--- src/sv/polar_unwrap_bilinear_unit_macros.svh ---
// ----------------------------------------------------------------------------
// Assertion macros for the polar unwrap unit
// Shared property templates, sampled on clk and quiet while arst_n is low.
// ----------------------------------------------------------------------------
`ifndef POLAR_UNWRAP_BILINEAR_UNIT_MACROS_SVH
`define POLAR_UNWRAP_BILINEAR_UNIT_MACROS_SVH

// same-cycle implication
`define PUB_ASSERT_IMPLY(lbl, ante, cons, msg) \
	lbl: assert property (@(posedge clk) disable iff (!arst_n) (ante) |-> (cons)) else $error(msg);

// next-cycle implication
`define PUB_ASSERT_NEXT(lbl, ante, cons, msg) \
	lbl: assert property (@(posedge clk) disable iff (!arst_n) (ante) |=> (cons)) else $error(msg);

`endif

--- src/sv/pub_pkg.sv ---
// ----------------------------------------------------------------------------
// pub_pkg
// Types, widths, sine table builder and helpers of the polar unwrap unit.
// ----------------------------------------------------------------------------
package pub_pkg;

	localparam int RADIUS_CAP = 256;
	localparam int FB         = 12;
	localparam int RAD_W      = 9;
	localparam int COORD_W    = 9;
	localparam int DIV_W      = RAD_W + 1;
	localparam int RECIP_W    = 21;
	localparam int RECIP_LO_W = 11;
	localparam int N2_W       = 21;
	localparam int PH_W       = 12;
	localparam int SINE_W     = FB + 1;
	localparam int SINE_LEN   = 1025;
	localparam int SINE_AW    = 11;
	localparam int RO_W       = RAD_W + 1;
	localparam int TRIG_W     = FB + 2;
	localparam int V_W        = 24;
	localparam int PIX_W      = 24;
	localparam int BANK_AW    = 2 * (COORD_W - 1);
	localparam int BANK_DEPTH = 1 << BANK_AW;
	localparam int W_W        = 2 * FB + 1;
	localparam int RC_CNT_W   = 5;
	localparam int RC_STEPS   = RECIP_W;

	localparam int     Q_SH        = 30;
	localparam longint HALF_PI_Q30 = 64'd1686629713;

	typedef logic [SINE_W-1:0] sine_rom_t [SINE_LEN];

	typedef enum logic {
		RC_IDLE,
		RC_RUN
	} rc_state_t;

	typedef struct packed {
		logic [COORD_W-1:0] src_row;
		logic [COORD_W-1:0] src_col;
		logic [PIX_W-1:0]   pix;
	} load_t;

	typedef struct packed {
		logic                   op;
		load_t                  load;
		logic signed [RO_W-1:0] r;
		logic [PH_W-1:0]        p;
	} geo_in_t;

	typedef struct packed {
		logic               op;
		load_t              load;
		logic               nvalid;
		logic               bvalid;
		logic [COORD_W-1:0] nr;
		logic [COORD_W-1:0] nc;
		logic [COORD_W-1:0] cx;
		logic [COORD_W-1:0] cy;
		logic [FB-1:0]      dx;
		logic [FB-1:0]      dy;
	} store_in_t;

	typedef struct packed {
		logic                  nvalid;
		logic                  bvalid;
		logic                  cx0;
		logic                  cy0;
		logic                  nr0;
		logic                  nc0;
		logic [FB-1:0]         dx;
		logic [FB-1:0]         dy;
		logic [3:0][PIX_W-1:0] rda;
		logic [3:0][PIX_W-1:0] rdb;
	} blend_in_t;

	typedef struct packed {
		logic             nvalid;
		logic             bvalid;
		logic [PIX_W-1:0] near_pix;
		logic [PIX_W-1:0] bilin_pix;
	} result_t;

	function automatic logic [RAD_W-1:0] eff_radius(input logic [RAD_W-1:0] v);
		logic [RAD_W-1:0] e;
		e = v;
		if (v == '0)
			e = RAD_W'(1);
		else if (v > RAD_W'(RADIUS_CAP))
			e = RAD_W'(RADIUS_CAP);
		return e;
	endfunction

	// magnitude of the next series term before the factorial step, m * x^2 in Q30
	function automatic longint taylor_next(input longint m, input longint x);
		longint u;
		u = (m * x) >>> Q_SH;
		return (u * x) >>> Q_SH;
	endfunction

	function automatic sine_rom_t build_sine_rom();
		sine_rom_t t;
		longint    x;
		longint    m;
		longint    sum;
		int        k;
		for (k = 0; k < SINE_LEN; k++) begin
			x = (longint'(k) * HALF_PI_Q30) >>> 10;
			m = taylor_next(x, x) / 64'sd6;
			sum = x - m;
			m = taylor_next(m, x) / 64'sd20;
			sum += m;
			m = taylor_next(m, x) / 64'sd42;
			sum -= m;
			m = taylor_next(m, x) / 64'sd72;
			sum += m;
			m = taylor_next(m, x) / 64'sd110;
			sum -= m;
			m = taylor_next(m, x) / 64'sd156;
			sum += m;
			m = taylor_next(m, x) / 64'sd210;
			sum -= m;
			if (sum < 0)
				sum = 0;
			sum = (sum + (longint'(1) << (29 - FB))) >>> (30 - FB);
			if (sum > (longint'(1) << FB))
				sum = longint'(1) << FB;
			t[k] = SINE_W'(sum);
		end
		return t;
	endfunction

endpackage

--- src/sv/pub_phase.sv ---
// ----------------------------------------------------------------------------
// pub_phase
// Stages 1-5: ring offset and angle phase round(col*1024/R) mod 4096.
// ----------------------------------------------------------------------------
module pub_phase import pub_pkg::*; (
	input  logic               clk,
	input  logic               arst_n,
	input  logic               in_valid,
	output logic               in_ready,
	input  logic               in_op,
	input  load_t              in_load,
	input  logic [7:0]         in_out_row,
	input  logic [9:0]         in_out_col,
	input  logic [RAD_W-1:0]   radius,
	input  logic [RECIP_W-1:0] recip,
	output logic               out_valid,
	input  logic               out_ready,
	output geo_in_t            out_item
);

	logic [5:1] v_q;
	logic [6:1] en;

	logic                   op_s1, op_s2, op_s3, op_s4, op_s5;
	load_t                  ld_s1, ld_s2, ld_s3, ld_s4, ld_s5;
	logic signed [RO_W-1:0] r_s1, r_s2, r_s3, r_s4, r_s5;
	logic [N2_W-1:0]        n2_s1, n2_s2, n2_s3, n2_s4;
	logic [31:0]            plo_s2;
	logic [30:0]            phi_s2;
	logic [N2_W-1:0]        q0_s3, q0_s4;
	logic [N2_W:0]          prod_s4;
	logic [PH_W-1:0]        p_s5;

	logic [DIV_W-1:0]       dvs;
	logic [2*N2_W-1:0]      acc;
	logic [N2_W:0]          rem;

	assign dvs = {radius, 1'b0};

	always_comb begin
		en[6] = out_ready;
		for (int k = 5; k >= 1; k--)
			en[k] = !v_q[k] || en[k+1];
	end

	assign in_ready = en[1];

	always_ff @(posedge clk or negedge arst_n) begin
		if (!arst_n) begin
			v_q <= '0;
		end else begin
			if (en[1]) v_q[1] <= in_valid;
			if (en[2]) v_q[2] <= v_q[1];
			if (en[3]) v_q[3] <= v_q[2];
			if (en[4]) v_q[4] <= v_q[3];
			if (en[5]) v_q[5] <= v_q[4];
		end
	end

	assign acc = {phi_s2, 11'b0} + (2 * N2_W)'(plo_s2);
	assign rem = {1'b0, n2_s4} - prod_s4;

	always_ff @(posedge clk) begin
		if (en[1]) begin
			op_s1 <= in_op;
			ld_s1 <= in_load;
			r_s1  <= $signed({1'b0, radius}) - $signed({2'b00, in_out_row});
			n2_s1 <= {in_out_col, 11'b0} + N2_W'(radius);
		end
		if (en[2]) begin
			op_s2  <= op_s1;
			ld_s2  <= ld_s1;
			r_s2   <= r_s1;
			n2_s2  <= n2_s1;
			plo_s2 <= 32'(n2_s1) * 32'(recip[RECIP_LO_W-1:0]);
			phi_s2 <= 31'(n2_s1) * 31'(recip[RECIP_W-1:RECIP_LO_W]);
		end
		if (en[3]) begin
			op_s3 <= op_s2;
			ld_s3 <= ld_s2;
			r_s3  <= r_s2;
			n2_s3 <= n2_s2;
			q0_s3 <= acc[2*N2_W-1:N2_W];
		end
		if (en[4]) begin
			op_s4   <= op_s3;
			ld_s4   <= ld_s3;
			r_s4    <= r_s3;
			n2_s4   <= n2_s3;
			q0_s4   <= q0_s3;
			prod_s4 <= (N2_W + 1)'(31'(q0_s3) * 31'(dvs));
		end
		if (en[5]) begin
			op_s5 <= op_s4;
			ld_s5 <= ld_s4;
			r_s5  <= r_s4;
			p_s5  <= (rem >= (N2_W + 1)'(dvs)) ? q0_s4[PH_W-1:0] + 1'b1
			                                    : q0_s4[PH_W-1:0];
		end
	end

	assign out_valid     = v_q[5];
	assign out_item.op   = op_s5;
	assign out_item.load = ld_s5;
	assign out_item.r    = r_s5;
	assign out_item.p    = p_s5;

endmodule

--- config.mk ---
export PLATFORM = sky130hd
export DESIGN_NAME = pub_phase
export DESIGN_NICKNAME = d
export VERILOG_FILES = /design/src/sv/polar_unwrap_bilinear_unit_macros.svh /design/src/sv/pub_pkg.sv /design/src/sv/pub_phase.sv
export SDC_FILE = /design/constraint.sdc
export NUM_CORES = 2
export LEC_CHECK = 0
export ABC_AREA = 1
export BUFFER_PORTS_ARGS = -buffer_cell sky130_fd_sc_hd__clkbuf_2
export CORE_UTILIZATION = 45
export CTS_BUF_LIST = sky130_fd_sc_hd__clkbuf_16
export CTS_CLUSTER_SIZE = 28
export DETAILED_ROUTE_END_ITERATION = 16
export SLEW_MARGIN = 30
export SYNTH_ARGS = -nofsm -noshare
export SYNTH_HDL_FRONTEND = slang
export SYNTH_SLANG_ARGS = --single-unit
--- constraint.sdc ---
create_clock -name clk -period 20.9 [get_ports clk]
set_input_delay 4.18 -clock clk [delete_from_list [all_inputs] [get_ports clk]]
set_output_delay 4.18 -clock clk [all_outputs]
set_load 0.1 [all_outputs]
Word level (Yosys, flattened, before mapping). Index checks and enable logic that the tools add are counted.

Output and inout port bits: 67. Input bits: 95. Word-level logic and storage cells: 60. Register bits after elaboration: 483.

Reduce and logical (&&, ||, !) cells: 10. $mul: 3. $lt $le $gt $ge: 1. Mux-type cells: 1. $add $sub $neg: 5.

Operator list (count): 42-bit by 32-bit adder with 42-bit output (1); 21-bit by 11-bit multiplier with 32-bit output (1); 21-bit by 10-bit multiplier with 31-bit output (1); 22-bit by 10-bit greater-or-equal comparator with 1-bit output (1); 21-bit by 22-bit subtractor with 22-bit output (1); 21-bit by 9-bit adder with 21-bit output (1); 21-bit by 9-bit multiplier with 21-bit output (1); 12-bit by 1-bit adder with 12-bit output, second input constant (1); 12-bit 2-to-1 mux (1); 9-bit by 8-bit subtractor with 10-bit output (1); 1-bit zero test (5); 1-bit logical OR (5).

Longest topological paths before layout.
Depth after elaboration: 6. Mapped depth: 26.

Worst setup path after synthesis. Ideal clock, no wire load.

Kind: input to output. Start: in out_ready. End: out in_ready. Path buffers: 0. Stages: 8. Slack: 4.570 ns. Arrival time: 12.150 ns. Cells stage by stage: nor2_1 -> inv_1 -> nor2_1 -> inv_1 -> nor2_1 -> inv_1 -> nor2_1 -> nand2_1.

Cells in the longest elaborated chain, start to end: 5.

Ends and longest elaborated chain: start: declaration (line pub_phase.sv:17) `input logic out_ready,`; 1-bit logical OR (line pub_phase.sv:43) `en[k] = !v_q[k] || en[k+1];`; net en, one bit (line pub_phase.sv:22) `logic [6:1] en;`; 1-bit logical OR (line pub_phase.sv:43); net en, one bit (line pub_phase.sv:22); 1-bit logical OR (line pub_phase.sv:43); net en, one bit (line pub_phase.sv:22); 1-bit logical OR (2 in series) (line pub_phase.sv:43); end: declaration (line pub_phase.sv:9) `output logic in_ready,`.

The timed path passes the listed nets, and every way through them passes these cells.

Final worst setup path. Ends and elaborated chain as after synthesis.

==> reports/results.txt <==
The run finished with clean final reports. The transition time at the pin with the least slew margin came out at 0.898 ns. For the count of unresolved DRC violations after routing, the log shows 0. The logs give 0.0383 mm^2 for the final instance area and 3536 for the cell count after synthesis.

After filler insertion, the fill cell instance count of the layout stands at 7157. For the tightest hold margin, the log shows 0.412 ns. The critical path goes through clkbuf_2 -> nor2_1 -> inv_2 -> nor2_1 -> inv_4 -> nor2_1 -> inv_4 -> nor2_1 -> nand2_4 -> clkbuf_2. Clock-pin slew was measured on the worst setup and hold paths at 0.06 ns.

Entering global routing, the biggest net connects 74 pins. The initial antenna violation count is 0, and the number of cells on the worst hold path is 0. The run gives 3 as the maximum root-to-sink buffer count. The fraction of the yosys area taken by sequential cells is 39.7%, and the depth of the CTS H-tree is 2. The number of buffers inserted by hold repair at cts is 0, and the top-level I/O count is 162. Counting the buffers created by CTS gives 45. Port buffering added 161 buffers. The startpoint of the most critical hold path was r_s4[4].

The final worst clock skew was 0.0253 ns; the initial core utilization was 45.8%. The tools report the cell area after synthesis as 0.0351 mm^2. The shortest clock period the worst path allows after layout came out at 10.43 ns. The critical path in this run is classified as input pin to output port. In this run, the number of DRC markers left after iteration 0 of detailed routing was 1308. Of all cell types, the one taking the most synthesized area is sky130_fd_sc_hd__edfxtp_1.

At the worst endpoint, the required time is 16.72 ns. Placer's final routability congestion estimate: 0.892. The longest individual stage delay on the worst path is 0.41 ns, and the routed length per instance is 16.0 um. For the wire length of the first global-routing pass, the log shows 124 mm. In this run the critical register-to-register path is captured at phi_s2[29]. Cell repeated most along the worst path: sky130_fd_sc_hd__nor2_1. In the finished design, the share of the clock period the worst path needs comes to 49.9%. Registers take 0.0139 mm^2. The tools report the sort of element at the end of the critical path as an output port. Measured along the x axis, the die boundary spans 281 um. Die height: 281 um.

The number of endpoints with negative hold slack in the final report is 0, and the mean instance size in the synthesized netlist is 9.92 um^2. The number of nets in the layout is 4376, and the insertion delay to the later sink of the worst-skew pair is 0.59 ns. The floorplan step defined a core boundary enclosing 0.0766 mm^2. In this run the biggest area consumer among cell types represents 39.3% of the synthesized area. Setup violations remaining at the end of the flow were counted as 0. Relative to the synthesized area, the layout overhead comes to 9.29%.

For the net count after synthesis, the log shows 4259. The total iterations of the first detailed-routing run came out at 9. For the relative slew slack, the log shows 40.2%. The floorplan has 101 rows. The placed instances occupy a cell area of 0.0369 mm^2.

The count of vias placed by the detailed router was 23000. For the arrival time at the worst endpoint, the log shows 6.26 ns. Antenna diode count: 0. The worst hold path belongs to the class flip-flop to flip-flop. Setup slack on the worst reg-to-reg path comes out at 15.40 ns. Buffer type at the clock tree root: sky130_fd_sc_hd__clkbuf_16. The maximum fanout along the worst path works out to 48.

By area the synthesized netlist is led by sky130_fd_sc_hd__edfxtp_1, sky130_fd_sc_hd__fa_1, sky130_fd_sc_hd__nand2_1. Derived from the worst setup path, the maximum achievable clock frequency is 0.0958 GHz. The number of gates resized after CTS was 0. The critical path contains buffers and inverters numbering 5 combined.

The path with the worst hold slack has its endpoint at r_s5[4]. Setup repair after global routing left no endpoint under its margin. STA classifies the critical path startpoint as an input pin.

In the final layout, the multi-input gates occupy 0.0176 mm^2. The sink count of the clock tree is 464. TritonCTS built the clock tree. Via count of the first global-routing pass: 23700. In this run, synthesis produced a sequential element count of 464.

The final max-slew violation count was 0; the number of distinct library cells after synthesis was 40. Using the TritonRoute via totals, the vias-per-cell ratio works out to 4.87. Yosys printed 0 warnings. For this run, the total global-route usage over all layers was measured as 20.0%. The post-route netlist has 7.48% of its cells at a drive strength greater than 1. The post-detailed-routing wire length is 75.4 mm. The HPWL reported at the end of detailed placement was 56.7 mm. Post-detailed-route count of antenna-violating nets: 0. For the worst flop-to-flop path, the logic depth is 20. The startpoint identified for the worst register-to-register timing path is n2_s1[7].

The logs give 0 for the max-cap check violation count and 0 for the overall overflow remaining after global route. For the final routed database, the setup TNS stands at 0 ns. The die area came out at 0.0790 mm^2.

Among all stages on the critical path, the largest delay is contributed by sky130_fd_sc_hd__clkbuf_2. Post-CTS timing repair inserted 0 buffers for setup. Gate family responsible for the most delay along the worst path: simple AND/OR/NAND/NOR gates.
cell type report:
| class | instances | area share, % |
|---|---|---|
| multi-input cells | 2115 | 45.8 |
| flip-flops and latches | 464 | 36.3 |
| inverters | 842 | 8.27 |
| well taps | 1030 | 3.36 |
| clock buffers | 45 | 2.94 |
| repair buffers | 185 | 2.60 |
| clock inverters | 37 | 0.748 |
through the flow:
stage | cells | util, % | setup WS, ns
2_1_floorplan | 3536 | - | 4.57
3_3_place_gp | 4635 | 48.2 | 10.41
3_5_place_dp | 4636 | 48.2 | 10.41
4_1_cts | 4718 | 50.0 | 10.40
5_1_grt | 4718 | 50.0 | 10.28
6_report | 4718 | 50.0 | 10.47
per-layer routing:
layer,vias to the layer above,part of all wire [%],GRT usage [%]
met4,0,1.9,4.67
met1,11300,44,26.1
met5,-,0,0
li1,11100,-,-
met2,424,50,35.4
met3,87,4.0,2.44
cells in the final DEF, fill, tap and decap left out, types with 23 or more instances in the layout:
cell / synthesis / final
sky130_fd_sc_hd__nand3_1: 77 / 77
sky130_fd_sc_hd__nor2_1: 124 / 124
sky130_fd_sc_hd__nor3_1: 23 / 23
sky130_fd_sc_hd__a21oi_1: 132 / 132
sky130_fd_sc_hd__xor2_1: 70 / 70
sky130_fd_sc_hd__edfxtp_1: 459 / 459
sky130_fd_sc_hd__inv_1: 841 / 843
sky130_fd_sc_hd__xnor2_1: 35 / 35
sky130_fd_sc_hd__ha_1: 247 / 247
sky130_fd_sc_hd__clkbuf_2: 0 / 161
sky130_fd_sc_hd__o21ai_0: 60 / 60
sky130_fd_sc_hd__clkbuf_16: 0 / 45
sky130_fd_sc_hd__fa_1: 381 / 381
sky130_fd_sc_hd__nand2_1: 860 / 859
cells by family after synthesis:
kind of cell	synth area share [%]
AOI/OAI and AO/OA	3.93
xor gates and xnor gates	2.62
adders and majority gates	30.6
buffers and inverters	10.3
DFF	39.7
and+or+nand+nor	12.9
worst register-to-register path, stage by stage, from the launching register on:
cell	delay, ns
sky130_fd_sc_hd__edfxtp_1	0.32
sky130_fd_sc_hd__buf_4	0.34
sky130_fd_sc_hd__nand2_1	0.16
sky130_fd_sc_hd__fa_1	0.55
sky130_fd_sc_hd__inv_1	0.05
sky130_fd_sc_hd__fa_1	0.50
sky130_fd_sc_hd__inv_1	0.06
sky130_fd_sc_hd__fa_1	0.53
sky130_fd_sc_hd__inv_1	0.05
sky130_fd_sc_hd__fa_1	0.47
sky130_fd_sc_hd__inv_1	0.05
sky130_fd_sc_hd__fa_1	0.47
sky130_fd_sc_hd__inv_1	0.04
sky130_fd_sc_hd__ha_1	0.33
sky130_fd_sc_hd__a21oi_1	0.21
sky130_fd_sc_hd__o21ai_0	0.21
sky130_fd_sc_hd__a21boi_0	0.48
sky130_fd_sc_hd__inv_1	0.12
sky130_fd_sc_hd__nand3_1	0.10
sky130_fd_sc_hd__nand2_1	0.09
sky130_fd_sc_hd__xor2_1	0.14
synthesized netlist by cell type, drive strengths merged:
master     n
nand2    865
inv      842
edfxtp   459
fa       381
ha       247
a21oi    133
nor2     129
clkbuf    88
nand3     79
xor2      70
o21ai     63
xnor2     35
buf       27
nor3      24
nand4     19
o21a      11
a21o      10
o21bai     8
a31oi      7
nand3b     7
nor4       7
dfrtp      5
a21boi     4
a211oi     3
a221oi     3
o211ai     3
or2        3
o221a      2
and2       1
o2111ai    1
how the worst max path moves through the flow:
| stage | startpoint | end | slack (ns) | cells after the start |
|---|---|---|---|---|
| 2_1_floorplan | out_ready | in_ready | 4.57 | 8 |
| 4_1_cts | out_ready | in_ready | 10.40 | 10 |
| 3_3_place_gp | out_ready | in_ready | 10.41 | 10 |
| 3_5_place_dp | out_ready | in_ready | 10.41 | 10 |
| 6_report | out_ready | in_ready | 10.47 | 10 |
| 5_1_grt | out_ready | in_ready | 10.28 | 10 |
sequential cells by signal (all words and copies together), names as in the netlist, 5 cells and up:
name      count
ld_s1        42
ld_s2        42
ld_s3        42
ld_s4        42
n2_s1        19
n2_s2        19
n2_s3        19
n2_s4        19
out_item     42
p_s5         12
phi_s2       31
plo_s2       21
prod_s4      21
q0_s3        21
q0_s4        12
r_s1         10
r_s2         10
r_s3         10
r_s4         10
r_s5         10
v_q           5
Power is not shown: default switching activity piles up to over one toggle a cycle in this logic, so the estimate is an artifact.
