File: src/sv/polar_unwrap_bilinear_unit_macros.svh
// ----------------------------------------------------------------------------
// Assertion macros for the polar unwrap unit
// Shared property templates, sampled on clk and quiet while arst_n is low.
// ----------------------------------------------------------------------------
`ifndef POLAR_UNWRAP_BILINEAR_UNIT_MACROS_SVH
`define POLAR_UNWRAP_BILINEAR_UNIT_MACROS_SVH

// same-cycle implication
`define PUB_ASSERT_IMPLY(lbl, ante, cons, msg) \
	lbl: assert property (@(posedge clk) disable iff (!arst_n) (ante) |-> (cons)) else $error(msg);

// next-cycle implication
`define PUB_ASSERT_NEXT(lbl, ante, cons, msg) \
	lbl: assert property (@(posedge clk) disable iff (!arst_n) (ante) |=> (cons)) else $error(msg);

`endif

File: src/sv/pub_pkg.sv
// ----------------------------------------------------------------------------
// pub_pkg
// Types, widths, sine table builder and helpers of the polar unwrap unit.
// ----------------------------------------------------------------------------
package pub_pkg;

	localparam int RADIUS_CAP = 256;
	localparam int FB         = 12;
	localparam int RAD_W      = 9;
	localparam int COORD_W    = 9;
	localparam int DIV_W      = RAD_W + 1;
	localparam int RECIP_W    = 21;
	localparam int RECIP_LO_W = 11;
	localparam int N2_W       = 21;
	localparam int PH_W       = 12;
	localparam int SINE_W     = FB + 1;
	localparam int SINE_LEN   = 1025;
	localparam int SINE_AW    = 11;
	localparam int RO_W       = RAD_W + 1;
	localparam int TRIG_W     = FB + 2;
	localparam int V_W        = 24;
	localparam int PIX_W      = 24;
	localparam int BANK_AW    = 2 * (COORD_W - 1);
	localparam int BANK_DEPTH = 1 << BANK_AW;
	localparam int W_W        = 2 * FB + 1;
	localparam int RC_CNT_W   = 5;
	localparam int RC_STEPS   = RECIP_W;

	localparam int     Q_SH        = 30;
	localparam longint HALF_PI_Q30 = 64'd1686629713;

	typedef logic [SINE_W-1:0] sine_rom_t [SINE_LEN];

	typedef enum logic {
		RC_IDLE,
		RC_RUN
	} rc_state_t;

	typedef struct packed {
		logic [COORD_W-1:0] src_row;
		logic [COORD_W-1:0] src_col;
		logic [PIX_W-1:0]   pix;
	} load_t;

	typedef struct packed {
		logic                   op;
		load_t                  load;
		logic signed [RO_W-1:0] r;
		logic [PH_W-1:0]        p;
	} geo_in_t;

	typedef struct packed {
		logic               op;
		load_t              load;
		logic               nvalid;
		logic               bvalid;
		logic [COORD_W-1:0] nr;
		logic [COORD_W-1:0] nc;
		logic [COORD_W-1:0] cx;
		logic [COORD_W-1:0] cy;
		logic [FB-1:0]      dx;
		logic [FB-1:0]      dy;
	} store_in_t;

	typedef struct packed {
		logic                  nvalid;
		logic                  bvalid;
		logic                  cx0;
		logic                  cy0;
		logic                  nr0;
		logic                  nc0;
		logic [FB-1:0]         dx;
		logic [FB-1:0]         dy;
		logic [3:0][PIX_W-1:0] rda;
		logic [3:0][PIX_W-1:0] rdb;
	} blend_in_t;

	typedef struct packed {
		logic             nvalid;
		logic             bvalid;
		logic [PIX_W-1:0] near_pix;
		logic [PIX_W-1:0] bilin_pix;
	} result_t;

	function automatic logic [RAD_W-1:0] eff_radius(input logic [RAD_W-1:0] v);
		logic [RAD_W-1:0] e;
		e = v;
		if (v == '0)
			e = RAD_W'(1);
		else if (v > RAD_W'(RADIUS_CAP))
			e = RAD_W'(RADIUS_CAP);
		return e;
	endfunction

	// magnitude of the next series term before the factorial step, m * x^2 in Q30
	function automatic longint taylor_next(input longint m, input longint x);
		longint u;
		u = (m * x) >>> Q_SH;
		return (u * x) >>> Q_SH;
	endfunction

	function automatic sine_rom_t build_sine_rom();
		sine_rom_t t;
		longint    x;
		longint    m;
		longint    sum;
		int        k;
		for (k = 0; k < SINE_LEN; k++) begin
			x = (longint'(k) * HALF_PI_Q30) >>> 10;
			m = taylor_next(x, x) / 64'sd6;
			sum = x - m;
			m = taylor_next(m, x) / 64'sd20;
			sum += m;
			m = taylor_next(m, x) / 64'sd42;
			sum -= m;
			m = taylor_next(m, x) / 64'sd72;
			sum += m;
			m = taylor_next(m, x) / 64'sd110;
			sum -= m;
			m = taylor_next(m, x) / 64'sd156;
			sum += m;
			m = taylor_next(m, x) / 64'sd210;
			sum -= m;
			if (sum < 0)
				sum = 0;
			sum = (sum + (longint'(1) << (29 - FB))) >>> (30 - FB);
			if (sum > (longint'(1) << FB))
				sum = longint'(1) << FB;
			t[k] = SINE_W'(sum);
		end
		return t;
	endfunction

endpackage

File: src/sv/pub_recip.sv
// ----------------------------------------------------------------------------
// pub_recip
// Bit-serial reciprocal floor(2^21 / divisor), rerun on every radius write.
// ----------------------------------------------------------------------------
module pub_recip import pub_pkg::*; (
	input  logic               clk,
	input  logic               arst_n,
	input  logic               start,
	input  logic [DIV_W-1:0]   divisor,
	output logic               busy,
	output logic [RECIP_W-1:0] recip
);

	rc_state_t             state_q, state_d;
	logic [RC_CNT_W-1:0]   cnt_q;
	logic [DIV_W-1:0]      div_q;
	logic [DIV_W-1:0]      rem_q;
	logic [RECIP_W:0]      quo_q;
	logic [DIV_W:0]        trial;
	logic                  ge;
	logic [DIV_W-1:0]      rem_d;

	always_ff @(posedge clk or negedge arst_n) begin
		if (!arst_n)
			state_q <= RC_IDLE;
		else
			state_q <= state_d;
	end

	always_comb begin
		state_d = state_q;
		busy    = 1'b0;
		case (state_q)
			RC_IDLE: begin
				if (start)
					state_d = RC_RUN;
			end
			RC_RUN: begin
				busy = 1'b1;
				if (!start && cnt_q == '0)
					state_d = RC_IDLE;
			end
			default: state_d = RC_IDLE;
		endcase
	end

	assign trial = {rem_q, (cnt_q == RC_CNT_W'(RC_STEPS))};
	assign ge    = trial >= {1'b0, div_q};
	assign rem_d = ge ? DIV_W'(trial - {1'b0, div_q}) : trial[DIV_W-1:0];

	always_ff @(posedge clk or negedge arst_n) begin
		if (!arst_n) begin
			cnt_q <= '0;
			div_q <= DIV_W'(2 * RADIUS_CAP);
			rem_q <= '0;
			quo_q <= (RECIP_W + 1)'(1 << FB);
		end else if (start) begin
			cnt_q <= RC_CNT_W'(RC_STEPS);
			div_q <= divisor;
			rem_q <= '0;
			quo_q <= '0;
		end else if (state_q == RC_RUN) begin
			cnt_q <= cnt_q - 1'b1;
			rem_q <= rem_d;
			quo_q <= {quo_q[RECIP_W-1:0], ge};
		end
	end

	assign recip = quo_q[RECIP_W-1:0];

endmodule

File: config.mk
export PLATFORM = sky130hd
export DESIGN_NAME = pub_recip
export DESIGN_NICKNAME = d
export VERILOG_FILES = /design/src/sv/polar_unwrap_bilinear_unit_macros.svh /design/src/sv/pub_pkg.sv /design/src/sv/pub_recip.sv
export SDC_FILE = /design/constraint.sdc
export NUM_CORES = 1
export LEC_CHECK = 0
export ABC_AREA = 0
export BUFFER_PORTS_ARGS = -buffer_cell sky130_fd_sc_hd__buf_2
export CAP_MARGIN = 10
export CORE_MARGIN = 4
export CORE_UTILIZATION = 27
export CTS_BUF_LIST = sky130_fd_sc_hd__clkbuf_2
export DETAILED_ROUTE_END_ITERATION = 8
export HOLD_SLACK_MARGIN = 0.06
export SYNTH_ARGS = -nofsm -noshare
export SYNTH_HDL_FRONTEND = slang
export SYNTH_SLANG_ARGS = --single-unit
File: constraint.sdc
create_clock -name clk -period 2.35 [get_ports clk]
set_input_delay 0.47 -clock clk [delete_from_list [all_inputs] [get_ports clk]]
set_output_delay 0.47 -clock clk [all_outputs]
set_load 0.03 [all_outputs]
## Yosys cells after proc, flatten, opt, wreduce, memory -nomap -nowiden

Cells that the tools add are included.

- Bits in registers: 47
- Bits of input ports: 13
- Output and inout bits: 22
- Logic and storage cells: 25

- $add $sub $neg: 2
- Magnitude comparators: 1
- Eq/ne operators: 1
- Mux-type cells: 11
- Bitwise gates (word level): 1
- Reduce and logical (&&, ||, !) cells: 4

Operators with widths:

| cell | count |
|---|---|
| two-way mux 21 bit | 2 |
| two-way mux 10 bit | 3 |
| greater-or-equal comparator 11 x 10 -> 1 bit | 1 |
| two-way mux 5 bit | 2 |
| subtractor 10 bit | 1 |
| == test 5 bit (second input constant) | 1 |
| logical NOT 5 bit | 1 |
| subtractor 5 x 1 -> 5 bit (second input constant) | 1 |
| two-way mux 1 bit | 3 |
| one-hot mux 1 bit (2 select lines) | 1 |
| nonzero test 2 bit | 1 |
| logical AND 1 bit | 1 |
| logical NOT 1 bit | 1 |
| NOT 1 bit | 1 |

## Logic depth before layout (Yosys ltp)

Gate-level depths: netlist (run 1).

- Word-level depth: 5
- Depth in mapped cells: 11
- Gate-level depth less buffers: 11

## Least setup slack after synthesis (run 1)

No wires, ideal clock.

- Kind: reg-to-reg
- From: register cnt_q[1]
- To: register rem_q[6]
- Library setup time: 0.132 ns
- Arrival time: 2.131 ns
- Setup slack: 0.087 ns
- Cell stages (with the launch flop): 12
- Buffers on the path: 0
- Clock period less this slack: 2.263 ns
- Path through: dfrtp_1 inv_1 ha_1 nand4b_1 ha_1 fa_1 nand2b_1 a21oi_1 a21oi_1 o21ai_0 o2111a_1 nor3_1

- Longest elaborated chain between the ends: 5
- Elaborated cells between the ends (all ways): 6

Ends and longest elaborated chain:

| element | line | source |
|---|---|---|
| start, declared | pub_recip.sv:15 | `logic [RC_CNT_W-1:0] cnt_q;` |
| start signal, assigned | pub_recip.sv:58 | `cnt_q <= RC_CNT_W'(RC_STEPS);` |
| start signal, assigned | pub_recip.sv:63 | `cnt_q <= cnt_q - 1'b1;` |
| == test 5 bit (*) | pub_recip.sv:47 | `assign trial = {rem_q, (cnt_q == RC_CNT_W'(RC_STEPS))};` |
| subtractor 10 bit or greater-or-equal comparator 11 x 10 -> 1 bit (tied branches) | pub_recip.sv:49, pub_recip.sv:48 |  |
| two-way mux 10 bit (*) | pub_recip.sv:49 | `assign rem_d = ge ? DIV_W'(trial - {1'b0, div_q}) : trial[DIV_W-1:0];` |
| two-way mux 10 bit (*) | pub_recip.sv:62 | `end else if (state_q == RC_RUN) begin` |
| two-way mux 10 bit (*) | pub_recip.sv:57 | `end else if (start) begin` |
| end signal, assigned | pub_recip.sv:64 | `rem_q <= rem_d;` |
| end, declared | pub_recip.sv:17 | `logic [DIV_W-1:0] rem_q;` |

Mark *: on every way between the ends. The rest lies on a longest branch, timed or not. The select of a mux whose other input is x is not followed.
A chain may end at the register's enable or synchronous reset.

## Worst setup path after layout (run 1)

- From: register cnt_q[1]
- To: register rem_q[1]

Same word-level chain as after synthesis.

==> results.sh, run 1 <==
export IMPL_r2r_start="cnt_q[1]$_DFFE_PN0P_"
export IMPL_antenna_found_initial=0
export IMPL_syn_inst=247
export IMPL_grt_total_usage_pct=10.1
export IMPL_layout_common_cells="dfrtp_1, nor2_1, buf_2, mux2i_1, buf_4"
export IMPL_ctsRootBufferMaster="clkbuf_2"
export IMPL_p_leak_nw=1.61
export IMPL_async_flop_share_pct=100
export IMPL_min_path_cells=3
export IMPL_die_area_um2=11000
export IMPL_layoutNonFillerInstCount=406
export IMPL_cp_max_fo=5
export IMPL_min_delay_start="divisor[9]"
export IMPL_fin_crit_sh_pct=97.1
export IMPL_worstMarginPinSlew_ps=687
export IMPL_max_cap_viol_count=0
export IMPL_ir_drop_mv=0.285
export IMPL_critPathLaunch="cnt_q[1]$_DFFE_PN0P_"
export IMPL_io_pins=35
export IMPL_firstDrtPassIters=4
export IMPL_ys_warn_count=0
export IMPL_dpl_hpwl_um=3870
export IMPL_cts_made_buffers=5
export IMPL_avgRoutedWirePerCell_um=13.0
export IMPL_viasPerCell=4.55
export IMPL_synth_fp_nets=274
export IMPL_grt_overflow_total=0
export IMPL_syn_area_um2=2530
export IMPL_die_w_um=105
export IMPL_total_power_w=0.00235
export IMPL_crit_required_ps=2720
export IMPL_num_antenna_cells=0
export IMPL_fmax_ghz=0.438
export IMPL_start_util_pct=27.6
export IMPL_core_area_um2=9200
export IMPL_dpl_cell_count=394
export IMPL_clock_power_share_pct=15.6
export IMPL_finalCriticalPeriod_ps=2280
export IMPL_arrival_ps=2660
export IMPL_grt_max_degree=31
export IMPL_die_y_um=105
export IMPL_drt_iter0_drc=72
export IMPL_cts_tree="built"
export IMPL_synth_seq_cells=47
export IMPL_seq_area_frac_synth_pct=46.5
export IMPL_fp_row_count=35
export IMPL_switching_share_pct=38.2
export IMPL_final_common_cell="dfrtp_1"
export IMPL_rsz0062_at_grt="true"
export IMPL_grt_pass1_vias=1944
export IMPL_endpoint_kind="register"
export IMPL_clk_pin_slew_worst_paths_ps=250
export IMPL_final_util_pct=32.9
export IMPL_switchingPower_w=0.000898
export IMPL_synth_edf_count=0
export IMPL_start_kind="register"
export IMPL_grt_pass1_wl_um=9090
export IMPL_outcome="finished clean"
export IMPL_path_class="reg2reg"
export IMPL_maxSlewHeadroom_pct=54.2
export IMPL_place_area_um2=2900
export IMPL_yosys_most_used_dff="dfrtp_1"
export IMPL_insertion_delay_ps=440
export IMPL_final_nets=321
export IMPL_pre_cts_ws_ps=-54.3
export IMPL_hold_viol=0
export IMPL_vias=1846
export IMPL_fin_area_um2=3030
export IMPL_setup_slack_ps=67.1
export IMPL_ant_nets=0
export IMPL_place_congestion=0.798
export IMPL_layout_drive_gt1_share_pct=27.5
export IMPL_synth_cell_types=42
export IMPL_intPower_w=0.00145
export IMPL_avgSynthCellArea_um2=10.3
export IMPL_power_density_nw_per_um2=776
export IMPL_cts_path_max_buffers=2
export IMPL_drc=0
export IMPL_area_growth_pct=19.4
export IMPL_fin_skew_ps=16.4
export IMPL_cts_num_sinks=47
export IMPL_setup_viol=0
export IMPL_port_buffers=34
export IMPL_ff2ff_path_depth=10
export IMPL_final_max_slew_viol_count=0
export IMPL_p_seq_share_pct=41.1
export IMPL_h_tree_depth=2
export IMPL_hp_class="in2reg"
export IMPL_combPwrFrac_pct=43.3
export IMPL_routed_wirelength_um=5290
power groups by stage:
stage	clock network (W)	logic [W]	registers, W
floorplan	0	0.000697	0.000991
global placement	0	0.000917	0.000977
detailed placement	0	0.000928	0.000978
CTS	0.000387	0.000980	0.000965
global route	0.000417	0.00113	0.000980
finish	0.000367	0.00102	0.000964
cell families after synthesis:
kind of cell / Yosys count / synth area share (%)
AO/OA/AOI/OAI: 43 / 12.8
flip-flops: 47 / 46.5
XOR/XNOR: 9 / 3.11
AND/OR/NAND/NOR: 76 / 14.0
buffers and inverters: 29 / 4.64
multiplexers: 29 / 11.8
adder cells (fa/ha/maj): 14 / 7.21
worst max-delay path, stage by stage, from the launching register on:
cell	delay (ps)
dfrtp_1	440
inv_1	70
ha_1	140
nand4b_1	110
ha_2	210
nand2b_4	150
a21oi_4	160
o31ai_4	80
a41oi_4	340
mux2_4	340
a211oi_2	170
routing by layer:
layer / routed length, um / share of wire (%) / track usage, %
met5: 0 / 0 / 0
met4: 68 / 1.3 / 3.47
met3: 226 / 4.3 / 2.66
met2: 2340 / 44 / 15.9
met1: 2660 / 50 / 13.3
worst paths after layout:
check	end	slack (ps)
setup / recovery	rem_q[1]$_DFFE_PN0P_	70
hold / removal	div_q[9]$_DFFE_PN1P_	200
setup reg to reg	rem_q[1]$_DFFE_PN0P_	70
hold reg to reg	div_q[9]$_DFFE_PN1P_	520
max in group asynchronous	quo_q[12]$_DFFE_PN1P_	1120
min in group asynchronous	div_q[8]$_DFFE_PN0P_	550
synth_stat cells, types with 2 or more instances:
library cell	number	area [um^2]
nand2b_1	8	50.1
nor3_1	5	25.0
inv_1	16	60.1
dfrtp_1	45	1130
mux2i_1	26	260
dfstp_2	2	52.6
nor2_1	36	135
xnor2_1	7	61.3
nand2_1	16	60.1
o21ai_1	3	15.0
ha_1	13	163
buf_1	5	18.8
mux2_2	2	22.5
a21oi_2	3	26.3
a211oi_1	7	52.6
clkbuf_1	6	22.5
a21o_1	4	30.0
a21oi_1	6	30.0
o21ai_0	11	55.1
nand4_1	3	18.8
xor2_1	2	17.5
state kept, by name (all words and copies together) (netlist names):
signal   count
quo_q       21
cnt_q        5
rem_q       10
state_q      1
div_q       10
metrics by stage:
stage          hold WS (ps)  TNS (ps)
6_report                201         0
5_1_grt                 199      -373
4_1_cts                 188     -15.0
3_5_place_dp            503     -61.9
3_3_place_gp            499         0
2_1_floorplan           174         0
final cells by class:
cell class                      instances  area [um^2]
Timing Repair Buffer                   53          319
Clock inverter                          2         16.3
Multi-Input combinational cell        171         1280
Sequential cell                        47         1180
Fill cell                             965         6170
Tap cell                              111          139
Inverter                               16         60.1
Clock buffer                            6         30.0
what timing repair did:
item | 4_1_cts | 5_1_grt
setup endpoints to repair | 7 | 9
hold buffers | 1 | 0
buffers inserted | 1 | 2
endpoints found under the hold margin | 27 | 0
pin swaps | 6 | 9
resized for setup | 5 | 5
No activity file was read; power rests on OpenSTA's default activity.
==> run 2, diff against run 1 <==
==> constraint.sdc (replaced) <==
create_clock -name clk -period 2.35 [get_ports clk]
set_input_delay 0.3525 -clock clk [delete_from_list [all_inputs] [get_ports clk]]
set_output_delay 0.3525 -clock clk [all_outputs]
set_load 0.03 [all_outputs]
==> run 2 against run 1 <==
  * The flow now finishes with violations (setup timing)
  * Sequential power is essentially flat
  * Hold slack lost 84 ps
  * Non-clock buffer count is the same
  * Clock skew grew 11 ps
  * Critical path type unchanged
==> results.sh, run 2 (synthesis results as in run 1) <==
export IMPL_num_antenna_cells=0
export IMPL_ir_drop_mv=0.276
export IMPL_viasPerCell=4.65
export IMPL_layout_common_cells="dfrtp_1, nor2_1, buf_2, mux2i_1, buf_4"
export IMPL_core_area_um2=9200
export IMPL_max_cap_viol_count=0
export IMPL_hold_viol=0
export IMPL_layout_drive_gt1_share_pct=30.5
export IMPL_place_congestion=0.820
export IMPL_arrival_ps=2690
export IMPL_drc=0
export IMPL_cts_tree="built"
export IMPL_power_density_nw_per_um2=788
export IMPL_final_max_slew_viol_count=0
export IMPL_grt_overflow_total=0
export IMPL_area_growth_pct=21.3
export IMPL_path_class="reg2reg"
export IMPL_firstDrtPassIters=4
export IMPL_fin_skew_ps=27.8
export IMPL_pre_cts_ws_ps=-113
export IMPL_drt_iter0_drc=35
export IMPL_start_util_pct=27.6
export IMPL_io_pins=35
export IMPL_fp_row_count=35
export IMPL_die_w_um=105
export IMPL_cts_path_max_buffers=2
export IMPL_final_common_cell="dfrtp_1"
export IMPL_fin_crit_sh_pct=101
export IMPL_worstMarginPinSlew_ps=655
export IMPL_place_area_um2=2900
export IMPL_hp_class="in2reg"
export IMPL_clk_pin_slew_worst_paths_ps=280
export IMPL_p_leak_nw=1.62
export IMPL_rsz0062_at_grt="true"
export IMPL_finalCriticalPeriod_ps=2370
export IMPL_nFillCells=960
export IMPL_fmax_ghz=0.422
export IMPL_ctsRootBufferMaster="clkbuf_2"
export IMPL_grt_pass1_vias=1957
export IMPL_regMostFlops="quo_q"
export IMPL_wl_met1_um=2550
export IMPL_vias=1886
export IMPL_insertion_delay_ps=440
export IMPL_outcome="complete, but fails checks"
export IMPL_dr_max_layer_used="met4"
export IMPL_grt_total_usage_pct=10.2
export IMPL_grt_pass1_wl_um=9320
export IMPL_largest_reg_flops=21
export IMPL_cts_num_sinks=47
export IMPL_crit_required_ps=2670
export IMPL_violations="setup timing"
export IMPL_setup_slack_ps=-21.8
export IMPL_setup_viol=3
export IMPL_avgRoutedWirePerCell_um=13.4
export IMPL_largestRegisters="quo_q (21), div_q (10), rem_q (10)"
export IMPL_ant_nets=0
export IMPL_final_nets=321
export IMPL_routed_wl_met3_um=171
export IMPL_wl_met2_um=2620
export IMPL_routed_wirelength_um=5430
export IMPL_start_kind="register"
export IMPL_h_tree_depth=2
export IMPL_dpl_hpwl_um=3930
export IMPL_port_buffers=34
export IMPL_fin_area_um2=3070
export IMPL_endpoint_kind="register"
export IMPL_die_area_um2=11000
export IMPL_cts_made_buffers=5
export IMPL_antenna_found_initial=0
export IMPL_cp_max_fo=8
export IMPL_grt_max_degree=32
export IMPL_die_y_um=105
export IMPL_total_power_w=0.00242
export IMPL_maxSlewHeadroom_pct=56.3
export IMPL_worst_hold_slack_ps=117
run 2: changes by cell type in the layout (fill, tap and decap cells not counted), sizes merged:
| cell | previous run | this run |
|---|---|---|
| clkbuf | 6 | 5 |
| clkinv | 0 | 1 |
| clkinvlp | 1 | 0 |
| inv | 17 | 18 |
run 2: per-layer routing:
metal  up-vias  track usage (%)
met3         8             2.22
met1       906             13.5
met2        34             16.8
li1        938                -
met4         0             3.19
met5         -                0
run 2: area by class of cell:
| cell class | count | area [um^2] | share of cell area (%) |
|---|---|---|---|
| repair buffers | 53 | 319 | 10.4 |
| clock inverters | 3 | 22.5 | 0.733 |
| flip-flops and latches | 47 | 1180 | 38.4 |
| well taps | 111 | 139 | 4.52 |
| inverters | 16 | 60.1 | 1.95 |
| clock buffers | 5 | 25.0 | 0.814 |
| multi-input cells | 171 | 1330 | 43.2 |
run 2: power by group:
| group | internal [W] | switching (W) | total (W) | leakage [nW] |
|---|---|---|---|---|
| clock network | 0.0000805 | 0.000285 | 0.000366 | 0.0337 |
| logic | 0.000510 | 0.000580 | 0.00109 | 0.979 |
| registers | 0.000897 | 0.0000688 | 0.000966 | 0.608 |
run 2: path summary, 6_finish.rpt:
check                                           from                   end  slack (ps)  depth (start not counted)
worst max-delay path            cnt_q[1]$_DFFE_PN0P_  rem_q[4]$_DFFE_PN0P_         -20                         11
worst min-delay path                      divisor[5]  div_q[5]$_DFFE_PN0P_         120                          3
worst max register to register  cnt_q[1]$_DFFE_PN0P_  rem_q[4]$_DFFE_PN0P_         -20                         11
worst min register to register  div_q[9]$_DFFE_PN1P_  div_q[9]$_DFFE_PN1P_         530                          2
max in group asynchronous                     arst_n  div_q[9]$_DFFE_PN1P_        1190                          3
min in group asynchronous                     arst_n  rem_q[2]$_DFFE_PN0P_         450                          2
run 2: worst max-delay path, cell delays in order, from the launching register on:
cell and delay [ps]:
dfrtp_1 450, inv_2 80, ha_4 110, nand4b_1 180, ha_4 230, nand2b_4 150, a21oi_4 150, o31ai_4 80
a41oi_4 320, buf_6 190, mux2i_2 220, a211oi_2 80
run 2: timing repair:
| item | CTS | global route |
|---|---|---|
| endpoints found under the hold margin | 24 | 0 |
| setup buffers | 1 | 2 |
| pin swaps | 8 | 5 |
| setup endpoints to repair | 8 | 10 |
| hold buffers | 1 | 0 |
| gates resized for setup | 11 | 10 |
run 2: through the flow:
stage	std cells	TNS, ps	util (%)
final	406	-34.7	33.4
after global routing	406	-1090	33.4
after CTS	404	0	32.8
after detailed placement	394	-262	31.5
after global placement	394	0	31.5
after floorplan	247	0	-
